[src/hdl/periodic_task_timer_table_macros.svh]
// Assertion helpers for the timer table RTL.
`ifndef PERIODIC_TASK_TIMER_TABLE_MACROS_SVH
`define PERIODIC_TASK_TIMER_TABLE_MACROS_SVH

// Check a property on every clock edge outside reset.
`define PTT_ASSERT(lbl, prop, msg) \
    lbl: assert property (@(posedge i_clk) disable iff (!i_rst_n) prop) else $error(msg);

// Check a property on every clock edge, reset included.
`define PTT_ASSERT_ALWAYS(lbl, prop, msg) \
    lbl: assert property (@(posedge i_clk) prop) else $error(msg);

`endif

[src/hdl/ptt_pkg.sv]
package ptt_pkg;

    // Defaults for the top-level parameters
    localparam int NUM_SLOTS_DEF  = 32;
    localparam int IDENT_BITS_DEF = 8;

    // Fixed field widths
    localparam int TIME_W      = 32;
    localparam int CNT_W       = 32;
    localparam int KIND_W      = 2;
    localparam int SLOT_W      = 5;
    localparam int IN_IDENT_W  = 8;
    localparam int OUT_IDENT_W = 8;

    // Result codes
    typedef enum logic [KIND_W-1:0] {
        KIND_ADDED = 2'd0,
        KIND_FULL  = 2'd1,
        KIND_FIRED = 2'd2,
        KIND_NONE  = 2'd3
    } t_kind;

    // Sequencer states
    typedef enum logic [2:0] {
        ST_IDLE,
        ST_ADD,
        ST_POLL_EVAL,
        ST_POLL_DONE
    } t_state;

    // Due test result for one slot
    typedef struct packed {
        logic             due;
        logic [CNT_W-1:0] next_count;
    } t_eval_res;

endpackage

[src/hdl/ptt_ram.sv]
module ptt_ram #(
    parameter int WIDTH = 8,
    parameter int DEPTH = 32,
    localparam int AW   = (DEPTH > 1) ? $clog2(DEPTH) : 1
) (
    input  logic             i_clk,
    input  logic             i_wr_en,
    input  logic [AW-1:0]    i_wr_addr,
    input  logic [WIDTH-1:0] i_wr_data,
    input  logic [AW-1:0]    i_rd_addr,
    output logic [WIDTH-1:0] o_rd_data
);

    logic [WIDTH-1:0] mem [DEPTH];
    logic [WIDTH-1:0] r_rd_data;

    // Write port and registered read port
    always_ff @(posedge i_clk) begin
        if (i_wr_en) begin
            mem[i_wr_addr] <= i_wr_data;
        end
        r_rd_data <= mem[i_rd_addr];
    end

    assign o_rd_data = r_rd_data;

endmodule

[src/hdl/ptt_eval.sv]
module ptt_eval (
    input  logic [ptt_pkg::TIME_W-1:0] i_last_time,
    input  logic [ptt_pkg::TIME_W-1:0] i_interval,
    input  logic [ptt_pkg::CNT_W-1:0]  i_count,
    input  logic [ptt_pkg::TIME_W-1:0] i_now,
    output ptt_pkg::t_eval_res         o_res
);

    logic [ptt_pkg::TIME_W-1:0] due_time;

    // Deadline wraps at the time width, then an unsigned compare with now
    assign due_time         = i_last_time + i_interval;
    assign o_res.due        = (i_now >= due_time);
    assign o_res.next_count = i_count + ptt_pkg::CNT_W'(1);

endmodule

[src/hdl/periodic_task_timer_table.sv]
// Periodic task timer table.
// Input channel (i_in_valid / o_in_stall) takes one command per transfer:
// add (i_command 0) stores i_task_ident and i_interval_ms in the lowest
// free slot; poll (i_command 1) checks every slot against i_now_ms.
// Output channel (o_out_valid / i_out_stall) returns results; o_last marks
// the final result of each command. An add gives one result (added or full),
// a poll gives one result per fired slot or a single nothing-due result.
// An add scans the valid bits one slot per cycle. A poll reads, tests and
// writes back one slot per cycle through the slot memory while the output
// register has room for any result that a fired slot displaces. The next
// command is taken once the previous one has finished; a finished result
// may still wait in the output register. A stalled receiver holds the
// output register; the walk pauses only when a new result has no room,
// and resumes without loss.
// Reset clears all valid bits at once; slot memory contents need no clear.
module periodic_task_timer_table #(
    parameter int NUM_SLOTS  = ptt_pkg::NUM_SLOTS_DEF,
    parameter int IDENT_BITS = ptt_pkg::IDENT_BITS_DEF
) (
    input  logic                            i_clk,
    input  logic                            i_rst_n,
    input  logic                            i_in_valid,
    output logic                            o_in_stall,
    input  logic                            i_command,
    input  logic [ptt_pkg::IN_IDENT_W-1:0]  i_task_ident,
    input  logic [ptt_pkg::TIME_W-1:0]      i_interval_ms,
    input  logic [ptt_pkg::TIME_W-1:0]      i_now_ms,
    output logic                            o_out_valid,
    input  logic                            i_out_stall,
    output logic [ptt_pkg::KIND_W-1:0]      o_kind,
    output logic [ptt_pkg::SLOT_W-1:0]      o_slot,
    output logic [ptt_pkg::OUT_IDENT_W-1:0] o_fired_ident,
    output logic [ptt_pkg::CNT_W-1:0]       o_fire_count,
    output logic                            o_last
);

`include "periodic_task_timer_table_macros.svh"

    localparam int IW      = (NUM_SLOTS > 1) ? $clog2(NUM_SLOTS) : 1;
    localparam int TW      = ptt_pkg::TIME_W;
    localparam int CW      = ptt_pkg::CNT_W;
    localparam int SW      = ptt_pkg::SLOT_W;
    localparam int OIW     = ptt_pkg::OUT_IDENT_W;
    localparam int CNT_LO  = 0;
    localparam int LAST_LO = CW;
    localparam int INTV_LO = CW + TW;
    localparam int IDNT_LO = CW + 2 * TW;
    localparam int ENTRY_W = IDNT_LO + IDENT_BITS;
    localparam logic [IW-1:0] LAST_IDX = IW'(NUM_SLOTS - 1);

    // Sequencer and command registers
    ptt_pkg::t_state         r_state, n_state;
    logic [IW-1:0]           r_idx, n_idx;
    logic [IDENT_BITS-1:0]   r_ident, n_ident;
    logic [TW-1:0]           r_interval, n_interval;
    logic [TW-1:0]           r_now, n_now;
    logic [NUM_SLOTS-1:0]    r_valid, n_valid;

    // Fired result held until the next one shows whether it is the final one
    logic                    r_pend_valid, n_pend_valid;
    logic [IW-1:0]           r_pend_slot, n_pend_slot;
    logic [IDENT_BITS-1:0]   r_pend_ident, n_pend_ident;
    logic [CW-1:0]           r_pend_count, n_pend_count;

    // Output register
    logic                    r_out_valid, n_out_valid;
    ptt_pkg::t_kind          r_out_kind, n_out_kind;
    logic [SW-1:0]           r_out_slot, n_out_slot;
    logic [OIW-1:0]          r_out_ident, n_out_ident;
    logic [CW-1:0]           r_out_count, n_out_count;
    logic                    r_out_last, n_out_last;

    // Slot memory access
    logic                    ram_wr_en;
    logic [IW-1:0]           ram_wr_addr;
    logic [ENTRY_W-1:0]      ram_wr_data;
    logic [IW-1:0]           ram_rd_addr;
    logic [ENTRY_W-1:0]      ram_rd_data;

    logic [IDENT_BITS-1:0]   rd_ident;
    logic [TW-1:0]           rd_interval;
    logic [TW-1:0]           rd_last_time;
    logic [CW-1:0]           rd_count;
    ptt_pkg::t_eval_res      eval_res;

    logic                    accept;
    logic                    out_free;
    logic                    fire;

    ptt_ram #(
        .WIDTH (ENTRY_W),
        .DEPTH (NUM_SLOTS)
    ) u_slot_ram (
        .i_clk     (i_clk),
        .i_wr_en   (ram_wr_en),
        .i_wr_addr (ram_wr_addr),
        .i_wr_data (ram_wr_data),
        .i_rd_addr (ram_rd_addr),
        .o_rd_data (ram_rd_data)
    );

    // Unpack the slot entry read last cycle
    assign rd_count     = ram_rd_data[CNT_LO  +: CW];
    assign rd_last_time = ram_rd_data[LAST_LO +: TW];
    assign rd_interval  = ram_rd_data[INTV_LO +: TW];
    assign rd_ident     = ram_rd_data[IDNT_LO +: IDENT_BITS];

    ptt_eval u_eval (
        .i_last_time (rd_last_time),
        .i_interval  (rd_interval),
        .i_count     (rd_count),
        .i_now       (r_now),
        .o_res       (eval_res)
    );

    assign o_in_stall = (r_state != ptt_pkg::ST_IDLE);
    assign accept     = i_in_valid && !o_in_stall;
    assign out_free   = !r_out_valid || !i_out_stall;
    assign fire       = r_valid[r_idx] && eval_res.due;

    // Next state, memory access and result loading
    always_comb begin
        n_state      = r_state;
        n_idx        = r_idx;
        n_ident      = r_ident;
        n_interval   = r_interval;
        n_now        = r_now;
        n_valid      = r_valid;
        n_pend_valid = r_pend_valid;
        n_pend_slot  = r_pend_slot;
        n_pend_ident = r_pend_ident;
        n_pend_count = r_pend_count;
        n_out_valid  = r_out_valid && i_out_stall;
        n_out_kind   = r_out_kind;
        n_out_slot   = r_out_slot;
        n_out_ident  = r_out_ident;
        n_out_count  = r_out_count;
        n_out_last   = r_out_last;
        ram_wr_en    = 1'b0;
        ram_wr_addr  = r_idx;
        ram_wr_data  = {rd_ident, rd_interval, r_now, eval_res.next_count};
        ram_rd_addr  = '0;

        unique case (r_state)
            ptt_pkg::ST_IDLE: begin
                // Latch the command; slot 0 is read this cycle for a poll
                if (accept) begin
                    n_ident    = IDENT_BITS'(i_task_ident);
                    n_interval = i_interval_ms;
                    n_now      = i_now_ms;
                    n_idx      = '0;
                    n_state    = i_command ? ptt_pkg::ST_POLL_EVAL : ptt_pkg::ST_ADD;
                end
            end

            ptt_pkg::ST_ADD: begin
                // Scan for the lowest free slot
                if (!r_valid[r_idx]) begin
                    if (out_free) begin
                        ram_wr_en      = 1'b1;
                        ram_wr_data    = {r_ident, r_interval, TW'(0), CW'(0)};
                        n_valid[r_idx] = 1'b1;
                        n_out_valid    = 1'b1;
                        n_out_kind     = ptt_pkg::KIND_ADDED;
                        n_out_slot     = SW'(r_idx);
                        n_out_ident    = '0;
                        n_out_count    = '0;
                        n_out_last     = 1'b1;
                        n_idx          = '0;
                        n_state        = ptt_pkg::ST_IDLE;
                    end
                end else if (r_idx == LAST_IDX) begin
                    if (out_free) begin
                        n_out_valid = 1'b1;
                        n_out_kind  = ptt_pkg::KIND_FULL;
                        n_out_slot  = '0;
                        n_out_ident = '0;
                        n_out_count = '0;
                        n_out_last  = 1'b1;
                        n_idx       = '0;
                        n_state     = ptt_pkg::ST_IDLE;
                    end
                end else begin
                    n_idx = r_idx + IW'(1);
                end
            end

            ptt_pkg::ST_POLL_EVAL: begin
                // Test one slot; hold it when a displaced result has no room
                ram_rd_addr = r_idx;
                if (!(fire && r_pend_valid) || out_free) begin
                    ram_rd_addr = r_idx + IW'(1);
                    if (fire) begin
                        ram_wr_en = 1'b1;
                        if (r_pend_valid) begin
                            n_out_valid = 1'b1;
                            n_out_kind  = ptt_pkg::KIND_FIRED;
                            n_out_slot  = SW'(r_pend_slot);
                            n_out_ident = OIW'(r_pend_ident);
                            n_out_count = r_pend_count;
                            n_out_last  = 1'b0;
                        end
                        n_pend_valid = 1'b1;
                        n_pend_slot  = r_idx;
                        n_pend_ident = rd_ident;
                        n_pend_count = eval_res.next_count;
                    end
                    if (r_idx == LAST_IDX) begin
                        n_state = ptt_pkg::ST_POLL_DONE;
                    end else begin
                        n_idx = r_idx + IW'(1);
                    end
                end
            end

            ptt_pkg::ST_POLL_DONE: begin
                // Release the final result of the poll
                if (out_free) begin
                    n_out_valid = 1'b1;
                    n_out_last  = 1'b1;
                    if (r_pend_valid) begin
                        n_out_kind  = ptt_pkg::KIND_FIRED;
                        n_out_slot  = SW'(r_pend_slot);
                        n_out_ident = OIW'(r_pend_ident);
                        n_out_count = r_pend_count;
                    end else begin
                        n_out_kind  = ptt_pkg::KIND_NONE;
                        n_out_slot  = '0;
                        n_out_ident = '0;
                        n_out_count = '0;
                    end
                    n_pend_valid = 1'b0;
                    n_idx        = '0;
                    n_state      = ptt_pkg::ST_IDLE;
                end
            end

            default: begin
                n_state = ptt_pkg::ST_IDLE;
            end
        endcase
    end

    // Control registers
    always_ff @(posedge i_clk) begin
        if (!i_rst_n) begin
            r_state      <= ptt_pkg::ST_IDLE;
            r_idx        <= '0;
            r_valid      <= '0;
            r_pend_valid <= 1'b0;
            r_out_valid  <= 1'b0;
        end else begin
            r_state      <= n_state;
            r_idx        <= n_idx;
            r_valid      <= n_valid;
            r_pend_valid <= n_pend_valid;
            r_out_valid  <= n_out_valid;
        end
    end

    // Payload registers
    always_ff @(posedge i_clk) begin
        r_ident      <= n_ident;
        r_interval   <= n_interval;
        r_now        <= n_now;
        r_pend_slot  <= n_pend_slot;
        r_pend_ident <= n_pend_ident;
        r_pend_count <= n_pend_count;
        r_out_kind   <= n_out_kind;
        r_out_slot   <= n_out_slot;
        r_out_ident  <= n_out_ident;
        r_out_count  <= n_out_count;
        r_out_last   <= n_out_last;
    end

    assign o_out_valid   = r_out_valid;
    assign o_kind        = r_out_kind;
    assign o_slot        = r_out_slot;
    assign o_fired_ident = r_out_ident;
    assign o_fire_count  = r_out_count;
    assign o_last        = r_out_last;

    // Checks on sequencing
    `PTT_ASSERT(a_idle_no_pend, (r_state == ptt_pkg::ST_IDLE) |-> !r_pend_valid, "pending result left at idle")
    `PTT_ASSERT(a_wr_marks_valid, ram_wr_en |=> r_valid[$past(ram_wr_addr)], "slot written but not valid")
    `PTT_ASSERT(a_none_is_last, (r_out_valid && (r_out_kind == ptt_pkg::KIND_NONE)) |-> r_out_last, "nothing-due result not final")
    `PTT_ASSERT_ALWAYS(a_reset_clears, !i_rst_n |=> (!r_out_valid && (r_valid == '0)), "reset did not clear control state")

endmodule

[config.mk]
export PLATFORM = sky130hd
export DESIGN_NAME = periodic_task_timer_table
export DESIGN_NICKNAME = d
export VERILOG_FILES = /design/src/hdl/ptt_pkg.sv /design/src/hdl/ptt_ram.sv /design/src/hdl/ptt_eval.sv /design/src/hdl/periodic_task_timer_table.sv
export VERILOG_INCLUDE_DIRS = /design/src /design/src/hdl
export SDC_FILE = /design/constraint.sdc
export NUM_CORES = 2
export LEC_CHECK = 0
export ABC_AREA = 0
export BUFFER_PORTS_ARGS = -buffer_cell sky130_fd_sc_hd__buf_2
export CORE_MARGIN = 3
export CORE_UTILIZATION = 42
export DETAILED_ROUTE_END_ITERATION = 16
export PLACE_DENSITY = 0.63
export SLEW_MARGIN = 25
export SYNTH_ARGS = -nofsm -noshare
export SYNTH_HDL_FRONTEND = slang
export SYNTH_SLANG_ARGS = --single-unit
[constraint.sdc]
create_clock -name i_clk -period 18.6 [get_ports i_clk]
set_input_delay 0.93 -clock i_clk [delete_from_list [all_inputs] [get_ports i_clk]]
set_output_delay 0.93 -clock i_clk [all_outputs]
set_load 0.02 [all_outputs]
[After elaboration in Yosys (flattened, before gate mapping)]
Memory sizes are Yosys's and may differ from the RTL's. A register that Yosys moved wholly into a read port is not among the register bits.
Index checks and enable logic that the tools add are counted.
Word-level totals
  register bits after elaboration: 207
  RAM bits: 3328
  input bits: 77
  logic and storage cells: 151
  memories: 1
Cells by class
  $add $sub $neg: 3
  $lt $le $gt $ge: 3
  equality and inequality tests: 14
  multiplexer cells: 87
  bitwise logic cells: 2
  reduce and logical (&&, ||, !) cells: 25
Memories
  u_slot_ram.mem: words 32, width 104, rd ports 1, clocked after memory_dff 1, write ports 1, line ptt_ram.sv:14  | logic [WIDTH-1:0] mem [DEPTH];
Operators with widths (number)
  2-to-1 mux 104 bit: 3
  2-to-1 mux 32 bit: 8
  case mux 32 bit (3 select lines): 1
  2-to-1 mux 5 bit: 17
  2-to-1 mux 8 bit: 8
  adder 32 x 1 -> 32 bit, second input constant: 1
  adder 32 bit: 1
  greater-or-equal comparator 32 bit: 1
  bitwise OR 32 bit: 1
  2-to-1 mux 1 bit: 24
  case mux 8 bit (3 select lines): 1
  case mux 5 bit (4 select lines): 1
  2-to-1 mux 2 bit: 9
  2-to-1 mux 3 bit: 6
  case mux 5 bit (3 select lines): 1
  != test 2 bit, second input constant: 7
  case mux 3 bit (4 select lines): 1
  AND reduction 4 bit: 3
  != test 3 bit, second input constant: 3
  AND reduction 8 bit: 1
  equality test 3 x 2 -> 1 bit, second input constant: 2
  less-than comparator 5 x 6 -> 1 bit, second input constant: 1
  case mux 1 bit (3 select lines): 2
  case mux 2 bit (3 select lines): 1
  19 further kinds: 30

[Logic depth before layout (Yosys ltp)]
  depth in word-level cells: 10
  depth in mapped cells: 31

[Hierarchy]
Synthesis repeated with hierarchy kept, for this count alone.
Second synthesis, totals
  cells, all modules: 7144
  area, all modules: 140025.5 um^2
Modules (own cells, without submodules)
  ptt_ram: times used 1, cells each 6040, area each 128450.7 um^2, sequential area each 102017.8 um^2
  periodic_task_timer_table: times used 1, cells each 697, area each 8529.4 um^2, sequential area each 5775.5 um^2
  ptt_eval: times used 1, cells each 407, area each 3045.4 um^2, sequential area each 0.0 um^2

[Least setup slack after synthesis]
No wires, ideal clock.
  path type: flip-flop to flip-flop
  start: register u_slot_ram.r_rd_data[64] (netlist: u_slot_ram.o_rd_data[64]) (read register of u_slot_ram.mem)
  end: memory u_slot_ram.mem[15][0] (netlist bit) (enable)
  arrival time: 13.400 ns
  required time: 17.884 ns
  setup slack: 4.484 ns
  cell stages (with the launch flop): 26
  path buffers: 0
  path through: dfxtp_1 ha_1 inv_1 fa_1 nor2b_1 o21a_1 o21ai_0 a21oi_1 a31oi_1 a31oi_1 a41oi_1 a21oi_1 a211oi_1 o211a_1 a211oi_1 ha_1 nand4_1 nor4_1 o31ai_1 o211ai_1 a31oi_2 nor2_1 and3_1 o21a_1 nand3_1 nor3b_1
On the way
  cells in the longest elaborated chain, start to end: 10
Ends and longest elaborated chain
  start, declared: line ptt_ram.sv:15  | logic [WIDTH-1:0] r_rd_data;
  adder 32 bit (*): line ptt_eval.sv:12  | assign due_time = i_last_time + i_interval;
  greater-or-equal comparator 32 bit (*): line ptt_eval.sv:13  | assign o_res.due = (i_now >= due_time);
  logical AND 1 bit (*): line periodic_task_timer_table.sv:119  | assign fire = r_valid[r_idx] && eval_res.due;
  logical AND 1 bit: line periodic_task_timer_table.sv:191  | if (!(fire && r_pend_valid) || out_free) begin
  logical NOT 1 bit: line periodic_task_timer_table.sv:191
  logical OR 1 bit: line periodic_task_timer_table.sv:191
  2-to-1 mux 1 bit (*): line periodic_task_timer_table.sv:191
  case mux 1 bit (2 select lines) (*): line periodic_task_timer_table.sv:144  | unique case (r_state)
  2-to-1 mux 1 bit (*): line ptt_ram.sv:19  | if (i_wr_en) begin
  2-to-1 mux 1 bit (implied by the code) (*): line ptt_ram.sv:20  | mem[i_wr_addr] <= i_wr_data;
  end, declared: line ptt_ram.sv:14
Every way passes the cells marked *; elsewhere a longest branch is shown, timed or not.

[Worst setup path in the final report]
  start: register u_slot_ram.r_rd_data[64] (netlist: u_slot_ram.o_rd_data[64]) (read register of u_slot_ram.mem)
  end: register u_slot_ram.r_rd_data[37] (netlist: u_slot_ram.o_rd_data[37]) (read register of u_slot_ram.mem)
On the way
  cells in the longest elaborated chain, start to end: 8
Ends and longest elaborated chain (line)
  adder 32 bit: ptt_eval.sv:12
  greater-or-equal comparator 32 bit: ptt_eval.sv:13
  logical AND 1 bit: periodic_task_timer_table.sv:119
  logical AND 1 bit: periodic_task_timer_table.sv:191
  logical NOT 1 bit: periodic_task_timer_table.sv:191
  logical OR 1 bit: periodic_task_timer_table.sv:191
  2-to-1 mux 5 bit: periodic_task_timer_table.sv:191
  2-to-1 mux 5 bit: periodic_task_timer_table.sv:144
No other way between the ends.
A chain may end at the register's enable or synchronous reset.

==> metrics.cfg <==
[status]
status = finished, final reports clean

[detailed_routing]
drt_pass1_iterations = 9
wirelength_mm = 451
ant_nets = 0
post_drt_wl_per_cell_um = 31.0
drt-initial-drc-count = 13455
avgViaCountPerCell = 6.15
via_count = 89593
drcViolationCount = 0

[yosys]
ys_warn_count = 0
yosys.area.top_type = edfxtp_1
yosys.cell_types.count = 81
yosysMostFrequentCell = edfxtp_1
seq_area_frac_synth_pct = 75.4
async_flop_share_pct = 0
synth_edf_count = 3493
avgSynthCellArea_um2 = 14.8
syn-cell-area_um2 = 143000
ys_ff_latch = 3638
yosys-top-cells-area = edfxtp_1 73%, nand2_1 5.1%, mux2i_1 3.3%, dfxtp_1 2.0%, a211oi_1 1.9%
synth_flop_cell = edfxtp_1
synth.top_cell.area_share_pct = 73.4
syn_inst = 9668
synthTopCellsByCount = 3493 x edfxtp_1, 1928 x nand2_1, 472 x mux2i_1
synth_nets = 9820

[clock_network]
cts_max_level = 5
cts-resized-gates = 0
cts.hold.buffers_added = 0
cts_max_path_buffers = 4
cts.clk_slew.worst_paths_ns = 0.06
root_buffer = clkbuf_16
clock_latency_ns = 0.99
cts_tree = done
cts_made_buffers = 369
cts.sinks = 3638
cts_setup_buffers = 0

[power]
switching_share_pct = 29.9
p_comb_share_pct = 18.7
power_frac_clock_pct = 32.5
vdd_drop_max_uv = 99.2
p_total_mw = 22.7
p_int_mw = 15.9
power_frac_seq_pct = 48.7
power.net_switching_mw = 6.78
powerDensity_nw_per_um2 = 141
p_leak_nw = 51.5

[worst_setup_path]
slowest_stage = nand2_8
cpMostUsedCell = a211oi_1
crit_type = reg -> reg
reg2reg_to = u_slot_ram.o_rd_data[37]$_DFF_P_
cp-start-kind = flip-flop
crit_start = u_slot_ram.o_rd_data[64]$_DFF_P_
reg2reg_slack_ns = 8.09
endpoint_kind = flip-flop
max_stage_delay_ns = 0.85
worstPathArrival_ns = 11.28
crit_end = u_slot_ram.o_rd_data[37]$_DFF_P_
crit_required_ns = 19.37
reg2regPathDepth = 29
cp_max_fo = 179
rr_startpoint = u_slot_ram.o_rd_data[64]$_DFF_P_

[final_layout]
final_area_um2 = 161000
nFillCells = 28492
area_growth_pct = 12.5
register_area_um2 = 108000
nNetsFinal = 9864
final_util_pct = 47.6
drive_above_1_share_pct = 9.72
multi_input_area_um2 = 32400
instances_no_fill = 14560

[sta]
setup_violations = 0
skew_ns = 0.0963
hold_violations = 0
worst_slack_ns = 8.09
slew_violations = 0
max_slew_margin_pct = 9.32
period_needed_ns = 10.51
hold_ws_ns = 0.110
post-route-period-util_pct = 56.5
max_freq_ghz = 0.0952
worst_pin_slew_ns = 1.36
rsz0062_at_grt = false
finalSetupTns_ns = 0

[floorplan]
die_y_um = 589
row_count = 213
initial_core_util_pct = 42.3
io_pins = 127
dieArea_um2 = 347000
core_um2 = 338000
die_w_um = 589

[min_path]
hp-start = i_now_ms[15]
min_path_type = in -> reg

[placement]
post-place-ws_ns = 8.43
dp_hpwl_mm = 228
io_buffers = 126
placed_cells = 13853
gp_congestion = 0.866
dpl-instance-area_um2 = 148000

[global_routing]
grt_max_degree = 180
first_global_vias = 85698
grt-ovfl-total = 0
track_usage_pct = 25.1
grt_pass1_wl_mm = 631
antenna_found_initial = 22

[flow_run]
drv_cap = 0

logic make-up (layout without fill, tap and decap cells):
family | count (synthesis) | after routing | share of synthesized area, %
adders and majority gates | 75 | 75 | 0.662
AOI/OAI and AO/OA | 1825 | 1825 | 8.92
xor gates and xnor gates | 60 | 60 | 0.368
other | 0 | 20 | 0
DFF | 3638 | 3638 | 75.4
and+or+nand+nor | 2923 | 2923 | 9.05
muxes | 476 | 476 | 3.35
buffers and inverters | 671 | 1028 | 2.21
routing by layer:
layer | vias up | global-route usage, % | wire length (um)
li1 | 37424 | - | -
met3 | 938 | 4.37 | 47100
met4 | 12 | 10.4 | 20500
met1 | 45822 | 34.5 | 176000
met2 | 5397 | 39.5 | 208000
met5 | - | 0 | 72
power by group through the flow:
stage | combinational (mW) | sequential, mW | clock [mW]
4_1_cts | 4.16 | 11.1 | 7.47
6_report | 4.25 | 11.1 | 7.38
2_1_floorplan | 2.51 | 11.1 | 0
3_3_place_gp | 4.00 | 11.2 | 0
5_1_grt | 4.57 | 11.1 | 7.79
3_5_place_dp | 4.14 | 11.2 | 0
final cells by class:
cell class / instances / share of cell area, %
sequential: 3638 / 67.0
multi-input combinational: 5359 / 20.2
clock buffer: 500 / 6.29
tap: 4515 / 3.51
timing repair buffer: 327 / 1.63
clock inverter: 184 / 1.26
inverter: 17 / 0.0397
antenna: 20 / 0.0311
worst max-delay path, delay by kind of cell, from the launching register on:
kind / cells / cell delay (ns)
compound gates: 17 / 4.40
simple gates: 5 / 2.12
flops: 1 / 0.35
buf+inv: 4 / 2.25
fa+ha+maj: 3 / 0.77
worst min-delay path by stage:
stage                           endpoint  depth (start not counted)
2_1_floorplan  r_pend_ident[0]$_DFFE_PP_                          0
3_3_place_gp   r_pend_ident[4]$_DFFE_PP_                          0
3_5_place_dp   r_pend_ident[1]$_DFFE_PP_                          0
4_1_cts              r_now[15]$_DFFE_PP_                          1
5_1_grt               r_now[7]$_DFFE_PP_                          1
6_report             r_now[15]$_DFFE_PP_                          1
cells in the final DEF, fill, tap and decap left out, types with 126 or more instances in the layout:
master,count
nand3_1,158
and3_1,362
buf_2,126
a31oi_1,192
o21ai_0,177
clkbuf_16,371
buf_4,161
mux2i_1,471
a21oi_1,306
a32oi_1,262
a211oi_1,362
a311oi_1,185
edfxtp_1,3493
dfxtp_1,145
nand2_1,1921
state kept, by name, summed over array words and instances (netlist names):
| register | cells |
|---|---|
| o_last | 1 |
| u_slot_ram.o_rd_data | 104 |
| r_interval | 32 |
| o_out_valid | 1 |
| r_now | 32 |
| r_pend_slot | 5 |
| r_pend_ident | 8 |
| r_ident | 8 |
| u_slot_ram.mem | 3328 |
| o_fire_count | 32 |
| r_state | 2 |
| r_idx | 5 |
| r_valid | 32 |
| o_kind | 2 |
| r_pend_valid | 1 |
| r_pend_count | 32 |
| o_fired_ident | 8 |
| o_slot | 5 |
Note: power is estimated with default switching activity, not from simulation.
